<file path="src/rtl/cpc_pkg.sv">
package cpc_pkg;

   localparam int unsigned SQRT_STEPS = 25;
   localparam int unsigned DIV_STEPS  = 15;

   // Side data that rides along with every pair through the pipe
   typedef struct packed {
      logic signed [23:0] ax;
      logic signed [23:0] ay;
      logic signed [24:0] dx;
      logic signed [24:0] dy;
      logic [22:0]        ra;
      logic [23:0]        rsum;
      logic signed [24:0] rvx;
      logic signed [24:0] rvy;
      logic [23:0]        dlen;
      logic               hit0;
   } ctx_type;

   // Digit-by-digit square root working set
   typedef struct packed {
      logic [49:0] rad;
      logic [26:0] rem;
      logic [24:0] root;
   } sqrt_type;

   // Restoring divider working set, two lanes sharing one divisor
   typedef struct packed {
      logic [40:0] rem_x;
      logic [40:0] rem_y;
      logic [40:0] dsh;
      logic [14:0] qx;
      logic [14:0] qy;
   } div_type;

   // Clamp to the 24 bit signed range
   function automatic logic signed [23:0] sat24(input logic signed [27:0] v);
      logic signed [23:0] r;
      if (v > 28'sd8388607) begin
         r = 24'sh7fffff;
      end else if (v < -28'sd8388608) begin
         r = 24'sh800000;
      end else begin
         r = v[23:0];
      end
      return r;
   endfunction

endpackage

</file>
<file path="src/rtl/cpc_div_cell.sv">
module cpc_div_cell (
   input  logic             clock,
   input  logic             reset,
   input  logic             vld_i,
   input  cpc_pkg::div_type dv_i,
   input  cpc_pkg::ctx_type ctx_i,
   output logic             vld_o,
   output cpc_pkg::div_type dv_o,
   output cpc_pkg::ctx_type ctx_o
);
   import cpc_pkg::*;

   logic    vld_ff;
   div_type dv_ff, dv_in;
   ctx_type ctx_ff;
   logic    ge_x, ge_y;

   // Subtract the shifted divisor where it fits, one quotient bit per lane
   always_comb begin
      ge_x = dv_i.rem_x >= dv_i.dsh;
      ge_y = dv_i.rem_y >= dv_i.dsh;
      dv_in.rem_x = ge_x ? dv_i.rem_x - dv_i.dsh : dv_i.rem_x;
      dv_in.rem_y = ge_y ? dv_i.rem_y - dv_i.dsh : dv_i.rem_y;
      dv_in.dsh   = {1'b0, dv_i.dsh[40:1]};
      dv_in.qx    = {dv_i.qx[13:0], ge_x};
      dv_in.qy    = {dv_i.qy[13:0], ge_y};
   end

   always_ff @(posedge clock) begin
      if (reset) begin
         vld_ff <= 1'b0;
      end else begin
         vld_ff <= vld_i;
      end
      dv_ff  <= dv_in;
      ctx_ff <= ctx_i;
   end

   assign vld_o = vld_ff;
   assign dv_o  = dv_ff;
   assign ctx_o = ctx_ff;

endmodule

</file>
<file path="config.mk">
export PLATFORM = sky130hd
export DESIGN_NAME = cpc_div_cell
export DESIGN_NICKNAME = d
export VERILOG_FILES = /design/src/rtl/cpc_pkg.sv /design/src/rtl/cpc_div_cell.sv
export SDC_FILE = /design/constraint.sdc
export NUM_CORES = 1
export LEC_CHECK = 0
export BUFFER_PORTS_ARGS = -buffer_cell sky130_fd_sc_hd__buf_2
export CAP_MARGIN = 20
export CORE_AREA = 2 2 289 291
export CTS_BUF_LIST = sky130_fd_sc_hd__clkbuf_4
export CTS_CLUSTER_SIZE = 40
export DETAILED_ROUTE_END_ITERATION = 6
export DIE_AREA = 0 0 291 293
export PLACE_DENSITY_LB_ADDON = 0.15
export SKIP_CTS_REPAIR_TIMING = 1
export SYNTH_ARGS = -nofsm -noshare
export SYNTH_HDL_FRONTEND = slang
export SYNTH_SLANG_ARGS = --single-unit
</file>
<file path="constraint.sdc">
create_clock -name clock -period 8.9 [get_ports clock]
set_clock_uncertainty 0.2 [all_clocks]
set_input_delay 1.78 -clock clock [delete_from_list [all_inputs] [get_ports clock]]
set_output_delay 1.78 -clock clock [all_outputs]
set_load 0.03 [all_outputs]
</file>
# --- Word-level counts from Yosys, hierarchy flattened ---
# Cells that the tools add are included.
totals:
  input_bits: 376
  out_inout_bits: 374
  word_cells: 22
  register_bits: 373
classes:
  addsub: 2
  order_cmp: 2
  n_mux: 2
ops:
  columns: ["op", "n"]
  rows:
  - ["greater-or-equal comparator 41 bit", 2]
  - ["2-to-1 mux 41 bit", 2]
  - ["subtractor 41 bit", 2]

# --- Depth between registers and ports, before layout ---
depth:
  word_depth: 2
  ltp_mapped: 15
  depth_no_buf: 13

# --- Least setup slack after synthesis ---
# Ideal clock, no wire load.
synth_timing:
  path_kind: "in2reg"
  start: "input dv_i[37] in the netlist's numbering"
  end: "register dv_ff (netlist bit dv_o[139])"
  slack_ns: 4.206
  setup_ns: 0.096
  t_required_ns: 8.604
  cell_stages: 14
  arrival_ns: 4.398
  n_path_buf: 2
  cell_sequence: "inv_1 ha_1 a21o_1 a21oi_2 o31ai_2 a2111oi_2 o31a_1 o41ai_4 a21o_2 a41oi_4 buf_6 buf_4 nand2_1 o41ai_2"
synth_rtl:
  columns: ["item", "line_no", "text"]
  rows:
  - ["start: declaration", "cpc_div_cell.sv:5", "input cpc_pkg::div_type dv_i,"]
  - ["end signal: assignment", "cpc_div_cell.sv:35", "dv_ff <= dv_in;"]
  - ["end: declaration", "cpc_div_cell.sv:14", "div_type dv_ff, dv_in;"]

==> metrics <==
outcome finished, final reports clean; synth warn 0; Syn Nets 1678; most common cell after layout, fill and taps aside buf_2; area of the die 85300 µm²; P per Cell Area 231 nW/µm²; GPL Wtd Cong 0.831; total core area 81800 µm²; DRC viols 0; Logic pwr share 23.4%; Fillers 9048; Min-Delay Path Class input port to flip-flop; WP data arrival 6.00 ns; Slew headroom 44.0%; max-slew violations 0; DRT iter0 DRCs 451; Initial Utilization 15.9%; DP Worst Slack 2.43 ns; Max-cap violations 0; synth unique cells 70; Overflow after GRT 0; slowest cell delay on critical path 0.62 ns; FMAX 182 MHz; critical path's slowest cell buf_4; NetSw 1.55 mW; CTS HTree Levels 3; Int Pwr 2.91 mW; routed vias 12.4k; clock buffer count from CTS 109; Leakage 9.59 nW; multi-input logic area 5150 µm²; GRT Util Overall 15.5%; Synth Instances 1218; period utilization 61.8%; total area of sequential cells 7470 µm²; worst-margin pin slew 0.833 ns; share of cells above drive strength 1 44.3%; post-DR vias/cell 3.88; clock sink total 373; initial antenna violation count 42; CTS tree done; IO buf count 746; FFs w/ async S/R, synth 0%; Synth Register Bits 373; startpoint type of the worst setup path input port; Post-layout nets 2509; WP data required 9.40 ns; Synth-to-Final Area Change 48.5%; Die W 291 µm; Tmin final 5.50 ns; worst-path cell chain buf_2 -> inv_1 -> ha_1 -> nand2_1 -> o21ai_0 -> a211oi_1 -> a211oi_2 -> o211ai_1 -> a21oi_1 -> o2111ai_1 -> a31oi_4 -> buf_4 -> mux2_2; clock power share 35.1%; Final WS setup 3.40 ns; placed wire-length estimate 58100 µm; Die H 293 µm; CP endpoint kind flip-flop; drt wl/cell 21.3 µm; RSZ-0062 raised after global routing no; sequential power share 41.5%; Clock transition at path regs 0.07 ns; largest net degree at the start of global routing 66; count of endpoints failing setup in the final report 0; Post-synth EDFFs 0; syn avg cell area 10.7 µm²; Clock Path Buffers 3; num rows 105; Fin. Hold Viols 0; first-pass GRT wire length 93900 µm; num ports 750; Buf/Inv on CP 3; TNS Setup 0 ns; commonest non-fill, non-tap cells in the layout buf_2, dfxtp_1, clkbuf_4, a21oi_1, nand2_1; ANT nets after route 0; Cell Area, Synth 13000 µm²; worst-path fanout max 50; sequential area share after synthesis 57.5%; 1st-pass router iterations 5; Most used DFF post-synth dfxtp_1; maximum VDD drop 0.110 mV; final WL 68400 µm; Root Driver clkbuf_4; cell family contributing the most delay on the critical path compound AO/OA/AOI/OAI gates; kind of critical path input port to flip-flop; number of global-route vias before repair 12.8k; Sw Share 34.8%
-- synthesized netlist by cell type, types with 11 or more instances --
master / instances / area [µm²]
and3_1: 13 / 81.3
clkbuf_1: 13 / 48.8
nor2_1: 72 / 270
buf_2: 12 / 60.1
ha_1: 82 / 1030
nand2b_1: 11 / 68.8
nor3_1: 12 / 60.1
inv_1: 65 / 244
nand3_1: 19 / 95.1
dfxtp_1: 373 / 7470
mux2_2: 16 / 180
nand2_1: 84 / 315
a21oi_1: 101 / 505
xnor2_1: 41 / 359
xor2_1: 31 / 272
a21o_1: 55 / 413
nand4_1: 12 / 75.1
a211oi_1: 12 / 90.1
o21ai_0: 81 / 405
-- flip-flops by register name (all words and copies together) (netlist names) --
signal and flops:
ctx_o 220, dv_o 152, vld_o 1
-- worst paths after layout --
path | from | endpoint | slack [ns] | cells past startpoint
setup / recovery | dv_i[39] | dv_o[99] | 3.40 | 13
hold / removal | ctx_i[66] | ctx_o[66] | 0.79 | 1
-- power groups by stage --
| stage | clock (mW) | combinational [mW] | sequential (mW) |
|---|---|---|---|
| 2_1_floorplan | 0 | 0.358 | 2.17 |
| 3_3_place_gp | 0 | 1.06 | 1.89 |
| 3_5_place_dp | 0 | 1.06 | 1.89 |
| 4_1_cts | 1.68 | 1.07 | 1.85 |
| 5_1_grt | 1.74 | 1.12 | 1.86 |
| 6_report | 1.56 | 1.04 | 1.85 |
-- cell type report --
cell class                      instances  area share [%]
Timing Repair Buffer                  749            19.5
Sequential cell                       373            38.7
Inverter                               66            1.28
Tap cell                             1070            6.94
Clock buffer                          143            5.56
Clock inverter                         50            1.28
Antenna cell                            5          0.0649
Multi-Input combinational cell        750            26.7
-- layer usage --
| metal | up-vias | GRT usage [%] | routed length [µm] |
|---|---|---|---|
| met4 | 10 | 5.90 | 2380 |
| met3 | 156 | 5.65 | 5460 |
| li1 | 5970 | - | - |
| met5 | - | 0 | 62 |
| met1 | 5718 | 15.3 | 24000 |
| met2 | 584 | 29.5 | 36600 |
-- through the flow --
stage	area (µm²)	hold slack, ns	util (%)	instances	power [mW]
floorplan	13000	1.61	-	1218	2.53
CTS	19300	0.611	23.6	3201	4.59
global route	19300	0.645	23.6	3205	4.73
global placement	18000	1.68	21.9	3008	2.95
finish	19300	0.787	23.6	3206	4.46
detailed placement	18000	1.68	21.9	3008	2.95
-- cells by family after synthesis --
logic type      after synthesis  synth area share, %
flops                       373                 57.5
compound gates              326                 16.2
simple gates                249                 8.76
buf+inv                      95                 2.98
fa+ha+maj                    84                 8.20
xor+xnor                     72                 4.85
mux                          18                 1.54
other cells                   1               0.0289
Power figures use the tool's default switching activity.
