<file path="src/rtl/cpc_pkg.sv">
package cpc_pkg;

   localparam int unsigned SQRT_STEPS = 25;
   localparam int unsigned DIV_STEPS  = 15;

   // Side data that rides along with every pair through the pipe
   typedef struct packed {
      logic signed [23:0] ax;
      logic signed [23:0] ay;
      logic signed [24:0] dx;
      logic signed [24:0] dy;
      logic [22:0]        ra;
      logic [23:0]        rsum;
      logic signed [24:0] rvx;
      logic signed [24:0] rvy;
      logic [23:0]        dlen;
      logic               hit0;
   } ctx_type;

   // Digit-by-digit square root working set
   typedef struct packed {
      logic [49:0] rad;
      logic [26:0] rem;
      logic [24:0] root;
   } sqrt_type;

   // Restoring divider working set, two lanes sharing one divisor
   typedef struct packed {
      logic [40:0] rem_x;
      logic [40:0] rem_y;
      logic [40:0] dsh;
      logic [14:0] qx;
      logic [14:0] qy;
   } div_type;

   // Clamp to the 24 bit signed range
   function automatic logic signed [23:0] sat24(input logic signed [27:0] v);
      logic signed [23:0] r;
      if (v > 28'sd8388607) begin
         r = 24'sh7fffff;
      end else if (v < -28'sd8388608) begin
         r = 24'sh800000;
      end else begin
         r = v[23:0];
      end
      return r;
   endfunction

endpackage

</file>
<file path="src/rtl/cpc_sqrt_cell.sv">
module cpc_sqrt_cell (
   input  logic              clock,
   input  logic              reset,
   input  logic              vld_i,
   input  cpc_pkg::sqrt_type sq_i,
   input  cpc_pkg::ctx_type  ctx_i,
   output logic              vld_o,
   output cpc_pkg::sqrt_type sq_o,
   output cpc_pkg::ctx_type  ctx_o
);
   import cpc_pkg::*;

   logic     vld_ff;
   sqrt_type sq_ff, sq_in;
   ctx_type  ctx_ff;
   logic [26:0] rem_sh, trial;

   // Bring down two radicand bits and try the next root bit
   always_comb begin
      rem_sh = {sq_i.rem[24:0], sq_i.rad[49:48]};
      trial  = {sq_i.root[24:0], 2'b01};
      sq_in.rad = {sq_i.rad[47:0], 2'b00};
      if (rem_sh >= trial) begin
         sq_in.rem  = rem_sh - trial;
         sq_in.root = {sq_i.root[23:0], 1'b1};
      end else begin
         sq_in.rem  = rem_sh;
         sq_in.root = {sq_i.root[23:0], 1'b0};
      end
   end

   always_ff @(posedge clock) begin
      if (reset) begin
         vld_ff <= 1'b0;
      end else begin
         vld_ff <= vld_i;
      end
      sq_ff  <= sq_in;
      ctx_ff <= ctx_i;
   end

   assign vld_o = vld_ff;
   assign sq_o  = sq_ff;
   assign ctx_o = ctx_ff;

endmodule

</file>
<file path="config.mk">
export PLATFORM = sky130hd
export DESIGN_NAME = cpc_sqrt_cell
export DESIGN_NICKNAME = d
export VERILOG_FILES = /design/src/rtl/cpc_pkg.sv /design/src/rtl/cpc_sqrt_cell.sv
export SDC_FILE = /design/constraint.sdc
export NUM_CORES = 1
export LEC_CHECK = 0
export BUFFER_PORTS_ARGS = -buffer_cell sky130_fd_sc_hd__clkbuf_2
export CORE_AREA = 2 2 251 253
export CTS_BUF_LIST = sky130_fd_sc_hd__clkbuf_2 sky130_fd_sc_hd__clkbuf_4 sky130_fd_sc_hd__clkbuf_8
export CTS_CLUSTER_DIAMETER = 40
export DETAILED_ROUTE_END_ITERATION = 8
export DIE_AREA = 0 0 253 255
export GPL_ROUTABILITY_DRIVEN = 0
export SYNTH_ARGS = -nofsm -noshare
export SYNTH_HDL_FRONTEND = slang
export SYNTH_SLANG_ARGS = --single-unit
</file>
<file path="constraint.sdc">
create_clock -name clock -period 3.27 [get_ports clock]
set_input_delay 0.327 -clock clock [delete_from_list [all_inputs] [get_ports clock]]
set_output_delay 0.327 -clock clock [all_outputs]
set_load 0.1 [all_outputs]
</file>
* After elaboration in Yosys (flattened, before gate mapping)
Cells that the tools add are included.
** Operators by class
- Add/sub/neg operators :: 1
- $lt $le $gt $ge :: 1
- Multiplexer cells :: 1
** Operators by type and width (count)
- 52-bit 2-to-1 mux :: 1
- 27-bit >= comparator :: 1
- 27-bit subtractor :: 1
** Storage, ports and cells
- Register bits after elaboration :: 321
- Word-level logic and storage cells :: 17

* Depth between registers and ports, before layout
Gate-level depths: netlist of the first run.
- Depth in word-level cells :: 2
- Gate-level depth with buffers :: 12
- Mapped depth without buffers :: 10

* Worst setup path after synthesis of the first run
OpenSTA, ideal clock, no wires.
- Path kind :: input port to flip-flop
- Start point :: in sq_i[3] (netlist bit)
- End point :: reg sq_ff, in the netlist sq_o[33]
- Arrival :: 2383 ps
- Path slack :: 764 ps
- Stages on the path :: 11
- Path buffers :: 2
- Path through :: inv_1 -> ha_1 -> buf_2 -> o211ai_1 -> a21oi_2 -> a211oi_1 -> nor3_2 -> a31oi_2 -> o41ai_4 -> buf_4 -> mux2_1
** RTL lines
- from (decl) :: RTL line cpc_sqrt_cell.sv:5 : input cpc_pkg::sqrt_type sq_i,
- to (signal assigned) :: RTL line cpc_sqrt_cell.sv:38 : sq_ff <= sq_in;
- to (decl) :: RTL line cpc_sqrt_cell.sv:14 : sqrt_type sq_ff, sq_in;

==> run_summary.xml, run 1 <==
<?xml version="1.0" encoding="UTF-8"?>
<metrics>
  <group name="worst_setup_path">
    <metric name="timing.critical_path.cells" unit="">dlygate4sd3_1 &gt; clkbuf_2 &gt; inv_1 &gt; ha_1 &gt; o211ai_1 &gt; nand3_1 &gt; a211oi_1 &gt; nor3_2 &gt; a31oi_2 &gt; o41ai_4 &gt; buf_12 &gt; mux2_2</metric>
    <metric name="path_max_fanout" unit="">17</metric>
    <metric name="path_buf_inv" unit="">4</metric>
    <metric name="critPathRequiredTime" unit="ns">3.76</metric>
    <metric name="timing.critical_path.to_type" unit="">register</metric>
    <metric name="crit_path_start_kind" unit="">primary input</metric>
    <metric name="worstPathArrival" unit="ns">3.61</metric>
    <metric name="path_delay_family" unit="">compound AO/OA/AOI/OAI gates</metric>
    <metric name="critPathKind" unit="">primary input to register</metric>
    <metric name="critical-path-max-stage-delay" unit="ns">0.53</metric>
    <metric name="slowest_stage" unit="">sky130_fd_sc_hd__dlygate4sd3_1</metric>
  </group>
  <group name="hold_path">
    <metric name="hp-class" unit="">primary input to register</metric>
  </group>
  <group name="floorplan">
    <metric name="initial_utilization" unit="%">13.4</metric>
    <metric name="std_cell_rows" unit="">92</metric>
    <metric name="core_area" unit="mm²">0.0622</metric>
    <metric name="ios" unit="">648</metric>
    <metric name="fp.dieArea" unit="mm²">0.0645</metric>
    <metric name="chipWidth" unit="µm">253</metric>
    <metric name="die-height" unit="µm">255</metric>
  </group>
  <group name="timing">
    <metric name="timing.setup.tns" unit="ns">0</metric>
    <metric name="clock.fmax" unit="MHz">320</metric>
    <metric name="hold_violations" unit="">0</metric>
    <metric name="fin_crit" unit="ns">3.12</metric>
    <metric name="max_slew.worst_pin.slew" unit="ns">0.779</metric>
    <metric name="setup_violations" unit="">0</metric>
    <metric name="timing_max_transition_violations_final" unit="">0</metric>
    <metric name="post-route-worst-setup-slack" unit="ns">0.147</metric>
    <metric name="final_min_period_over_clock_period" unit="%">95.5</metric>
    <metric name="slew-limit-headroom" unit="%">47.5</metric>
    <metric name="rsz0062_at_grt" unit="">false</metric>
  </group>
  <group name="layout">
    <metric name="stdcell_area" unit="mm²">0.0173</metric>
    <metric name="final_net_count" unit="">2009</metric>
    <metric name="fillCellCount" unit="">6430</metric>
    <metric name="post_route_cells_drive_above_1_share" unit="%">46.0</metric>
    <metric name="synthToLayoutAreaGrowth" unit="%">107</metric>
  </group>
  <group name="clocking">
    <metric name="clkSinkCount" unit="">321</metric>
    <metric name="tritoncts.num_buffers" unit="">67</metric>
    <metric name="cts_setup_buffers" unit="">0</metric>
    <metric name="cts_buffer_depth" unit="">3</metric>
    <metric name="cts-root-buf" unit="">sky130_fd_sc_hd__clkbuf_8</metric>
    <metric name="worst_setup_hold_path_clk_slew" unit="ns">0.05</metric>
    <metric name="cts.repair.resized" unit="">0</metric>
    <metric name="clock_tree_from_tritoncts" unit="">built</metric>
    <metric name="cts-htree-levels" unit="">3</metric>
  </group>
  <group name="power_and_ir_drop">
    <metric name="p_clk_share" unit="%">38.1</metric>
    <metric name="power.combinational.fraction" unit="%">26.5</metric>
    <metric name="p_total" unit="µW">12000</metric>
    <metric name="internal-power" unit="µW">7580</metric>
    <metric name="netSwitchingFraction" unit="%">37.1</metric>
    <metric name="power.density" unit="mW/mm²">696</metric>
    <metric name="switchingPower" unit="µW">4470</metric>
    <metric name="power.static_leakage" unit="µW">0.00844</metric>
    <metric name="flop_pwr_share" unit="%">35.4</metric>
    <metric name="ir_worst_vdd" unit="mV">0.484</metric>
  </group>
  <group name="drt">
    <metric name="dr_total_vias" unit="">8860</metric>
    <metric name="average_vias_per_placed_instance" unit="">3.53</metric>
    <metric name="wl_per_cell" unit="µm">17.6</metric>
    <metric name="totalWireLength" unit="µm">44200</metric>
    <metric name="route.antenna.remaining_nets" unit="">0</metric>
    <metric name="drc" unit="">0</metric>
    <metric name="initialDrtViolationCount" unit="">378</metric>
    <metric name="firstDrtPassIters" unit="">6</metric>
  </group>
  <group name="run">
    <metric name="maxCapViolCount" unit="">0</metric>
  </group>
  <group name="synthesis">
    <metric name="synth.yosys.seq_area_share" unit="%">77.0</metric>
    <metric name="synth_top_area_cell" unit="">sky130_fd_sc_hd__dfxtp_1</metric>
    <metric name="synth_enable_flop_cells" unit="">0</metric>
    <metric name="synthesized_instance_count" unit="">624</metric>
    <metric name="netlist_top_cells_area" unit="">sky130_fd_sc_hd__dfxtp_1 (77%), sky130_fd_sc_hd__ha_1 (4.0%), sky130_fd_sc_hd__a21oi_1 (2.9%)</metric>
    <metric name="post_synth_top_area_share" unit="%">77.0</metric>
    <metric name="synth.lib_cells_used.distinct" unit="">50</metric>
    <metric name="synth_flop_cell" unit="">sky130_fd_sc_hd__dfxtp_1</metric>
    <metric name="share_of_synthesized_flip_flops_with_an_asynchronous_set_or_reset" unit="%">0</metric>
    <metric name="synth-seq-cells" unit="">321</metric>
    <metric name="synthMostInstantiatedCell" unit="">sky130_fd_sc_hd__dfxtp_1</metric>
    <metric name="yosysWarnings" unit="">0</metric>
    <metric name="synthesis.area_per_instance" unit="µm²">13.4</metric>
    <metric name="synth.cells.most_frequent" unit="">sky130_fd_sc_hd__dfxtp_1 (321), sky130_fd_sc_hd__a21oi_1 (49), sky130_fd_sc_hd__inv_1 (36)</metric>
    <metric name="synthesis.area" unit="mm²">0.00834</metric>
  </group>
  <group name="run_status">
    <metric name="status" unit="">complete, no violations</metric>
  </group>
  <group name="grt">
    <metric name="globalRoute.totalOverflow" unit="">0</metric>
    <metric name="first_pass_grt_wire_length" unit="µm">59300</metric>
    <metric name="first_global_vias" unit="">9532</metric>
    <metric name="antenna_found_initial" unit="">7</metric>
    <metric name="grt_start_max_net_pins" unit="">18</metric>
    <metric name="grt.total_usage" unit="%">12.8</metric>
  </group>
  <group name="place">
    <metric name="placement.setup.worst_slack" unit="ns">0.155</metric>
    <metric name="placed_instance_area" unit="mm²">0.0126</metric>
    <metric name="hpwlAfterDp" unit="µm">32900</metric>
    <metric name="place.port_buffers" unit="">643</metric>
  </group>
</metrics>
[metal layers]
layer	up-vias	routed length (µm)	share of wire, %	global-route usage [%]
met5	-	41	0.093	0
met1	4107	15100	34	12.2
met4	6	2280	5.1	7.86
met2	476	22300	51	22.8
li1	4162	-	-	-
met3	109	4510	10	5.74
[state kept, by name, indices dropped and copies added (netlist names)]
signal,cells
vld_o,1
sq_o,100
ctx_o,220
[cell type report]
| cell class | count | area (µm²) | area share (%) |
|---|---|---|---|
| Sequential cell | 321 | 6430 | 37.2 |
| Clock inverter | 32 | 347 | 2.00 |
| Timing Repair Buffer | 980 | 6560 | 37.9 |
| Antenna cell | 5 | 12.5 | 0.0723 |
| Tap cell | 799 | 1000 | 5.78 |
| Multi-Input combinational cell | 251 | 1700 | 9.82 |
| Clock buffer | 87 | 1120 | 6.45 |
| Inverter | 36 | 135 | 0.781 |
[power groups by stage]
stage                     logic [µW]  clock network, µW  registers [µW]
after floorplan                  342                  0            6180
after global placement          2840                  0            4340
after detailed placement        2850                  0            4340
after CTS                       3190               4760            4260
after global routing            3300               4970            4280
final                           3190               4590            4260
[stage by stage]
step | hold slack [ns] | util, % | instances
2_1_floorplan | 0.355 | - | 625
4_1_cts | 0.203 | 27.8 | 2506
3_5_place_dp | 0.431 | 20.3 | 2066
3_3_place_gp | 0.430 | 20.3 | 2066
6_report | 0.314 | 27.8 | 2511
5_1_grt | 0.246 | 27.8 | 2509
[final timing paths]
kind / slack [ns] / endpoint / cells past startpoint / from
worst min-delay path: 0.31 / sq_o[48]$_DFF_P_ / 5 / sq_i[24]
worst max-delay path: 0.15 / sq_o[29]$_DFF_P_ / 12 / sq_i[1]
[what timing repair did]
item,in CTS,in global routing
hold endpoints to repair,320,0
hold buffers,321,0
endpoints found under the setup margin,0,0
[cell usage in the layout, fill, tap and decap left out, types with 18 or more instances in the layout]
cell type                       instances
sky130_fd_sc_hd__a21oi_1               49
sky130_fd_sc_hd__clkbuf_8              74
sky130_fd_sc_hd__dlygate4sd3_1        321
sky130_fd_sc_hd__clkbuf_2             643
sky130_fd_sc_hd__nor2_1                28
sky130_fd_sc_hd__dfxtp_1              321
sky130_fd_sc_hd__ha_1                  27
sky130_fd_sc_hd__nand2_1               26
sky130_fd_sc_hd__inv_1                 36
sky130_fd_sc_hd__o21ai_0               18
[cell families after synthesis]
kind of cell	count (synthesis)	synth area share, %
buf+inv	53	2.68
simple gates	82	4.53
mux	5	0.675
fa+ha+maj	27	4.05
flops	321	77.0
xor+xnor	23	2.41
other cells	1	0.0449
compound gates	112	8.59
Power figures use the tool's default switching activity.
==> run 2, diff against run 1 <==
--- a/config.mk
+++ b/config.mk
@@ -6,11 +6,11 @@
 export NUM_CORES = 1
 export LEC_CHECK = 0
 export BUFFER_PORTS_ARGS = -buffer_cell sky130_fd_sc_hd__clkbuf_2
-export CORE_AREA = 2 2 251 253
+export CORE_AREA = 5 5 247 249
 export CTS_BUF_LIST = sky130_fd_sc_hd__clkbuf_2 sky130_fd_sc_hd__clkbuf_4 sky130_fd_sc_hd__clkbuf_8
 export CTS_CLUSTER_DIAMETER = 40
 export DETAILED_ROUTE_END_ITERATION = 8
-export DIE_AREA = 0 0 253 255
+export DIE_AREA = 0 0 252 254
 export GPL_ROUTABILITY_DRIVEN = 0
 export SYNTH_ARGS = -nofsm -noshare
 export SYNTH_HDL_FRONTEND = slang
==> run 2 against run 1 <==
Sequential share of layout area is 0.11 points higher. Flip-flop and latch count unchanged. Design area decreased by 0.30%. Sequential power hardly changed. Routed wire length shrank 6.7%. Die area decreased by 0.79%. First-iteration DRC count is 29% lower. Global-route usage decreased by 0.82 points. Non-clock buffer count shrank 4. Maximum frequency up 5.8%. Clock-buffer cell count is 6 lower. Critical endpoint is now sq_o[39]$_DFF_P_.
==> run_summary.xml, run 2 (synthesis gave the netlist of run 1 again) <==
<?xml version="1.0" encoding="UTF-8"?>
<metrics>
  <group name="run_status">
    <metric name="status" unit="">complete, no violations</metric>
  </group>
  <group name="layout">
    <metric name="fillCellCount" unit="">5925</metric>
    <metric name="final_net_count" unit="">1999</metric>
    <metric name="post_route_cells_drive_above_1_share" unit="%">45.8</metric>
    <metric name="synthToLayoutAreaGrowth" unit="%">107</metric>
    <metric name="final_common_cell" unit="">sky130_fd_sc_hd__clkbuf_2</metric>
    <metric name="largest_reg_flops" unit="">220</metric>
    <metric name="layout.cells.most_common_list" unit="">sky130_fd_sc_hd__clkbuf_2 (643), sky130_fd_sc_hd__dfxtp_1 (321), sky130_fd_sc_hd__dlygate4sd3_1 (321)</metric>
  </group>
  <group name="clocking">
    <metric name="clock_tree_from_tritoncts" unit="">built</metric>
    <metric name="cts.repair.resized" unit="">0</metric>
    <metric name="clkSinkCount" unit="">321</metric>
    <metric name="cts-htree-levels" unit="">2</metric>
    <metric name="tritoncts.num_buffers" unit="">61</metric>
    <metric name="worst_setup_hold_path_clk_slew" unit="ns">0.06</metric>
    <metric name="cts-root-buf" unit="">sky130_fd_sc_hd__clkbuf_8</metric>
    <metric name="cts_setup_buffers" unit="">0</metric>
    <metric name="cts_buffer_depth" unit="">3</metric>
  </group>
  <group name="worst_setup_path">
    <metric name="critical-path-max-stage-delay" unit="ns">0.56</metric>
    <metric name="path_buf_inv" unit="">4</metric>
    <metric name="timing.critical_path.cells" unit="">dlygate4sd3_1 &gt; clkbuf_2 &gt; inv_1 &gt; ha_1 &gt; o211ai_1 &gt; nand3_1 &gt; a211oi_1 &gt; nor3_2 &gt; a31oi_2 &gt; o41ai_4 &gt; buf_4 &gt; mux2_1</metric>
    <metric name="path_delay_family" unit="">buffers and inverters</metric>
    <metric name="crit_path_start_kind" unit="">primary input</metric>
    <metric name="slowest_stage" unit="">sky130_fd_sc_hd__dlygate4sd3_1</metric>
    <metric name="path_max_fanout" unit="">12</metric>
    <metric name="worstPathArrival" unit="ns">3.46</metric>
    <metric name="timing.critical_path.to_type" unit="">register</metric>
    <metric name="critPathRequiredTime" unit="ns">3.78</metric>
    <metric name="critPathKind" unit="">primary input to register</metric>
  </group>
  <group name="timing">
    <metric name="fin_crit" unit="ns">2.95</metric>
    <metric name="hold_violations" unit="">0</metric>
    <metric name="clock.fmax" unit="MHz">339</metric>
    <metric name="timing_max_transition_violations_final" unit="">0</metric>
    <metric name="final_min_period_over_clock_period" unit="%">90.3</metric>
    <metric name="max_slew.worst_pin.slew" unit="ns">0.723</metric>
    <metric name="rsz0062_at_grt" unit="">false</metric>
    <metric name="slew-limit-headroom" unit="%">51.3</metric>
    <metric name="timing.setup.tns" unit="ns">0</metric>
    <metric name="setup_violations" unit="">0</metric>
  </group>
  <group name="power_and_ir_drop">
    <metric name="ir_worst_vdd" unit="mV">0.382</metric>
    <metric name="power.density" unit="mW/mm²">694</metric>
    <metric name="power.static_leakage" unit="µW">0.00842</metric>
    <metric name="p_total" unit="µW">12000</metric>
  </group>
  <group name="drt">
    <metric name="average_vias_per_placed_instance" unit="">3.49</metric>
    <metric name="initialDrtViolationCount" unit="">267</metric>
    <metric name="drc" unit="">0</metric>
    <metric name="firstDrtPassIters" unit="">4</metric>
    <metric name="dr_total_vias" unit="">8651</metric>
    <metric name="route.antenna.remaining_nets" unit="">0</metric>
    <metric name="wl_per_cell" unit="µm">16.6</metric>
    <metric name="totalWireLength" unit="µm">41200</metric>
  </group>
  <group name="grt">
    <metric name="first_global_vias" unit="">9618</metric>
    <metric name="globalRoute.totalOverflow" unit="">0</metric>
    <metric name="antenna_found_initial" unit="">6</metric>
    <metric name="grt.total_usage" unit="%">12.0</metric>
    <metric name="grt_start_max_net_pins" unit="">21</metric>
    <metric name="first_pass_grt_wire_length" unit="µm">58900</metric>
  </group>
  <group name="floorplan">
    <metric name="ios" unit="">648</metric>
    <metric name="fp.dieArea" unit="mm²">0.0640</metric>
    <metric name="std_cell_rows" unit="">89</metric>
    <metric name="die-height" unit="µm">254</metric>
    <metric name="initial_utilization" unit="%">14.3</metric>
    <metric name="core_area" unit="mm²">0.0585</metric>
    <metric name="chipWidth" unit="µm">252</metric>
  </group>
  <group name="run">
    <metric name="maxCapViolCount" unit="">0</metric>
  </group>
  <group name="place">
    <metric name="hpwlAfterDp" unit="µm">30000</metric>
    <metric name="place.port_buffers" unit="">643</metric>
  </group>
  <group name="hold_path">
    <metric name="hp-class" unit="">primary input to register</metric>
  </group>
</metrics>
## run 2: tightest hold or removal path: stages
cell and delay, ns:
sky130_fd_sc_hd__clkbuf_2 0.09, sky130_fd_sc_hd__inv_1 0.05, sky130_fd_sc_hd__ha_1 0.14, sky130_fd_sc_hd__a211oi_1 0.08, sky130_fd_sc_hd__o22ai_1 0.19
## run 2: routing by layer
metal	part of all wire (%)	up-vias	GRT usage (%)
li1	-	4143	-
met1	34	3967	12.1
met2	51	438	21.4
met3	8.4	103	4.18
met4	6.1	0	7.17
met5	0	-	0
## run 2: what timing repair did
action                                  in CTS  in global routing
hold buffers                               321                  0
endpoints found under the hold margin      320                  0
endpoints found under the setup margin       0                  0
## run 2: layout make-up
cell class                      count  area, µm²  area share (%)
Antenna cell                        6       15.0          0.0871
Tap cell                          773        967            5.61
Sequential cell                   321       6430            37.3
Clock buffer                       81       1060            6.14
Multi-Input combinational cell    251       1700            9.85
Clock inverter                     35        412            2.39
Inverter                           36        135           0.784
Timing Repair Buffer              976       6530            37.9
## run 2: path summary, 6_finish.rpt
| path | cells past startpoint | start | slack, ns | to |
|---|---|---|---|---|
| worst max-delay path | 12 | sq_i[1] | 0.32 | sq_o[39]$_DFF_P_ |
| worst min-delay path | 5 | sq_i[24] | 0.33 | sq_o[48]$_DFF_P_ |
## run 2: through the flow
step | setup WS (ns) | cell area (µm²) | std cells | hold slack (ns) | utilization (%)
2_1_floorplan | 0.764 | 8350 | 625 | 0.355 | -
3_3_place_gp | 0.226 | 12500 | 2036 | 0.429 | 21.5
3_5_place_dp | 0.197 | 12500 | 2036 | 0.431 | 21.5
4_1_cts | 0.343 | 17200 | 2473 | 0.234 | 29.5
5_1_grt | 0.118 | 17200 | 2478 | 0.263 | 29.5
6_report | 0.317 | 17200 | 2479 | 0.327 | 29.5
## run 2: power breakdown
part | switching (µW) | internal (µW) | total, µW | leakage (µW)
registers | 84.2 | 4170 | 4250 | 0.00271
logic | 2440 | 723 | 3170 | 0.00496
clock network | 1880 | 2670 | 4550 | 0.000751
total | 4410 | 7560 | 12000 | 0.00842
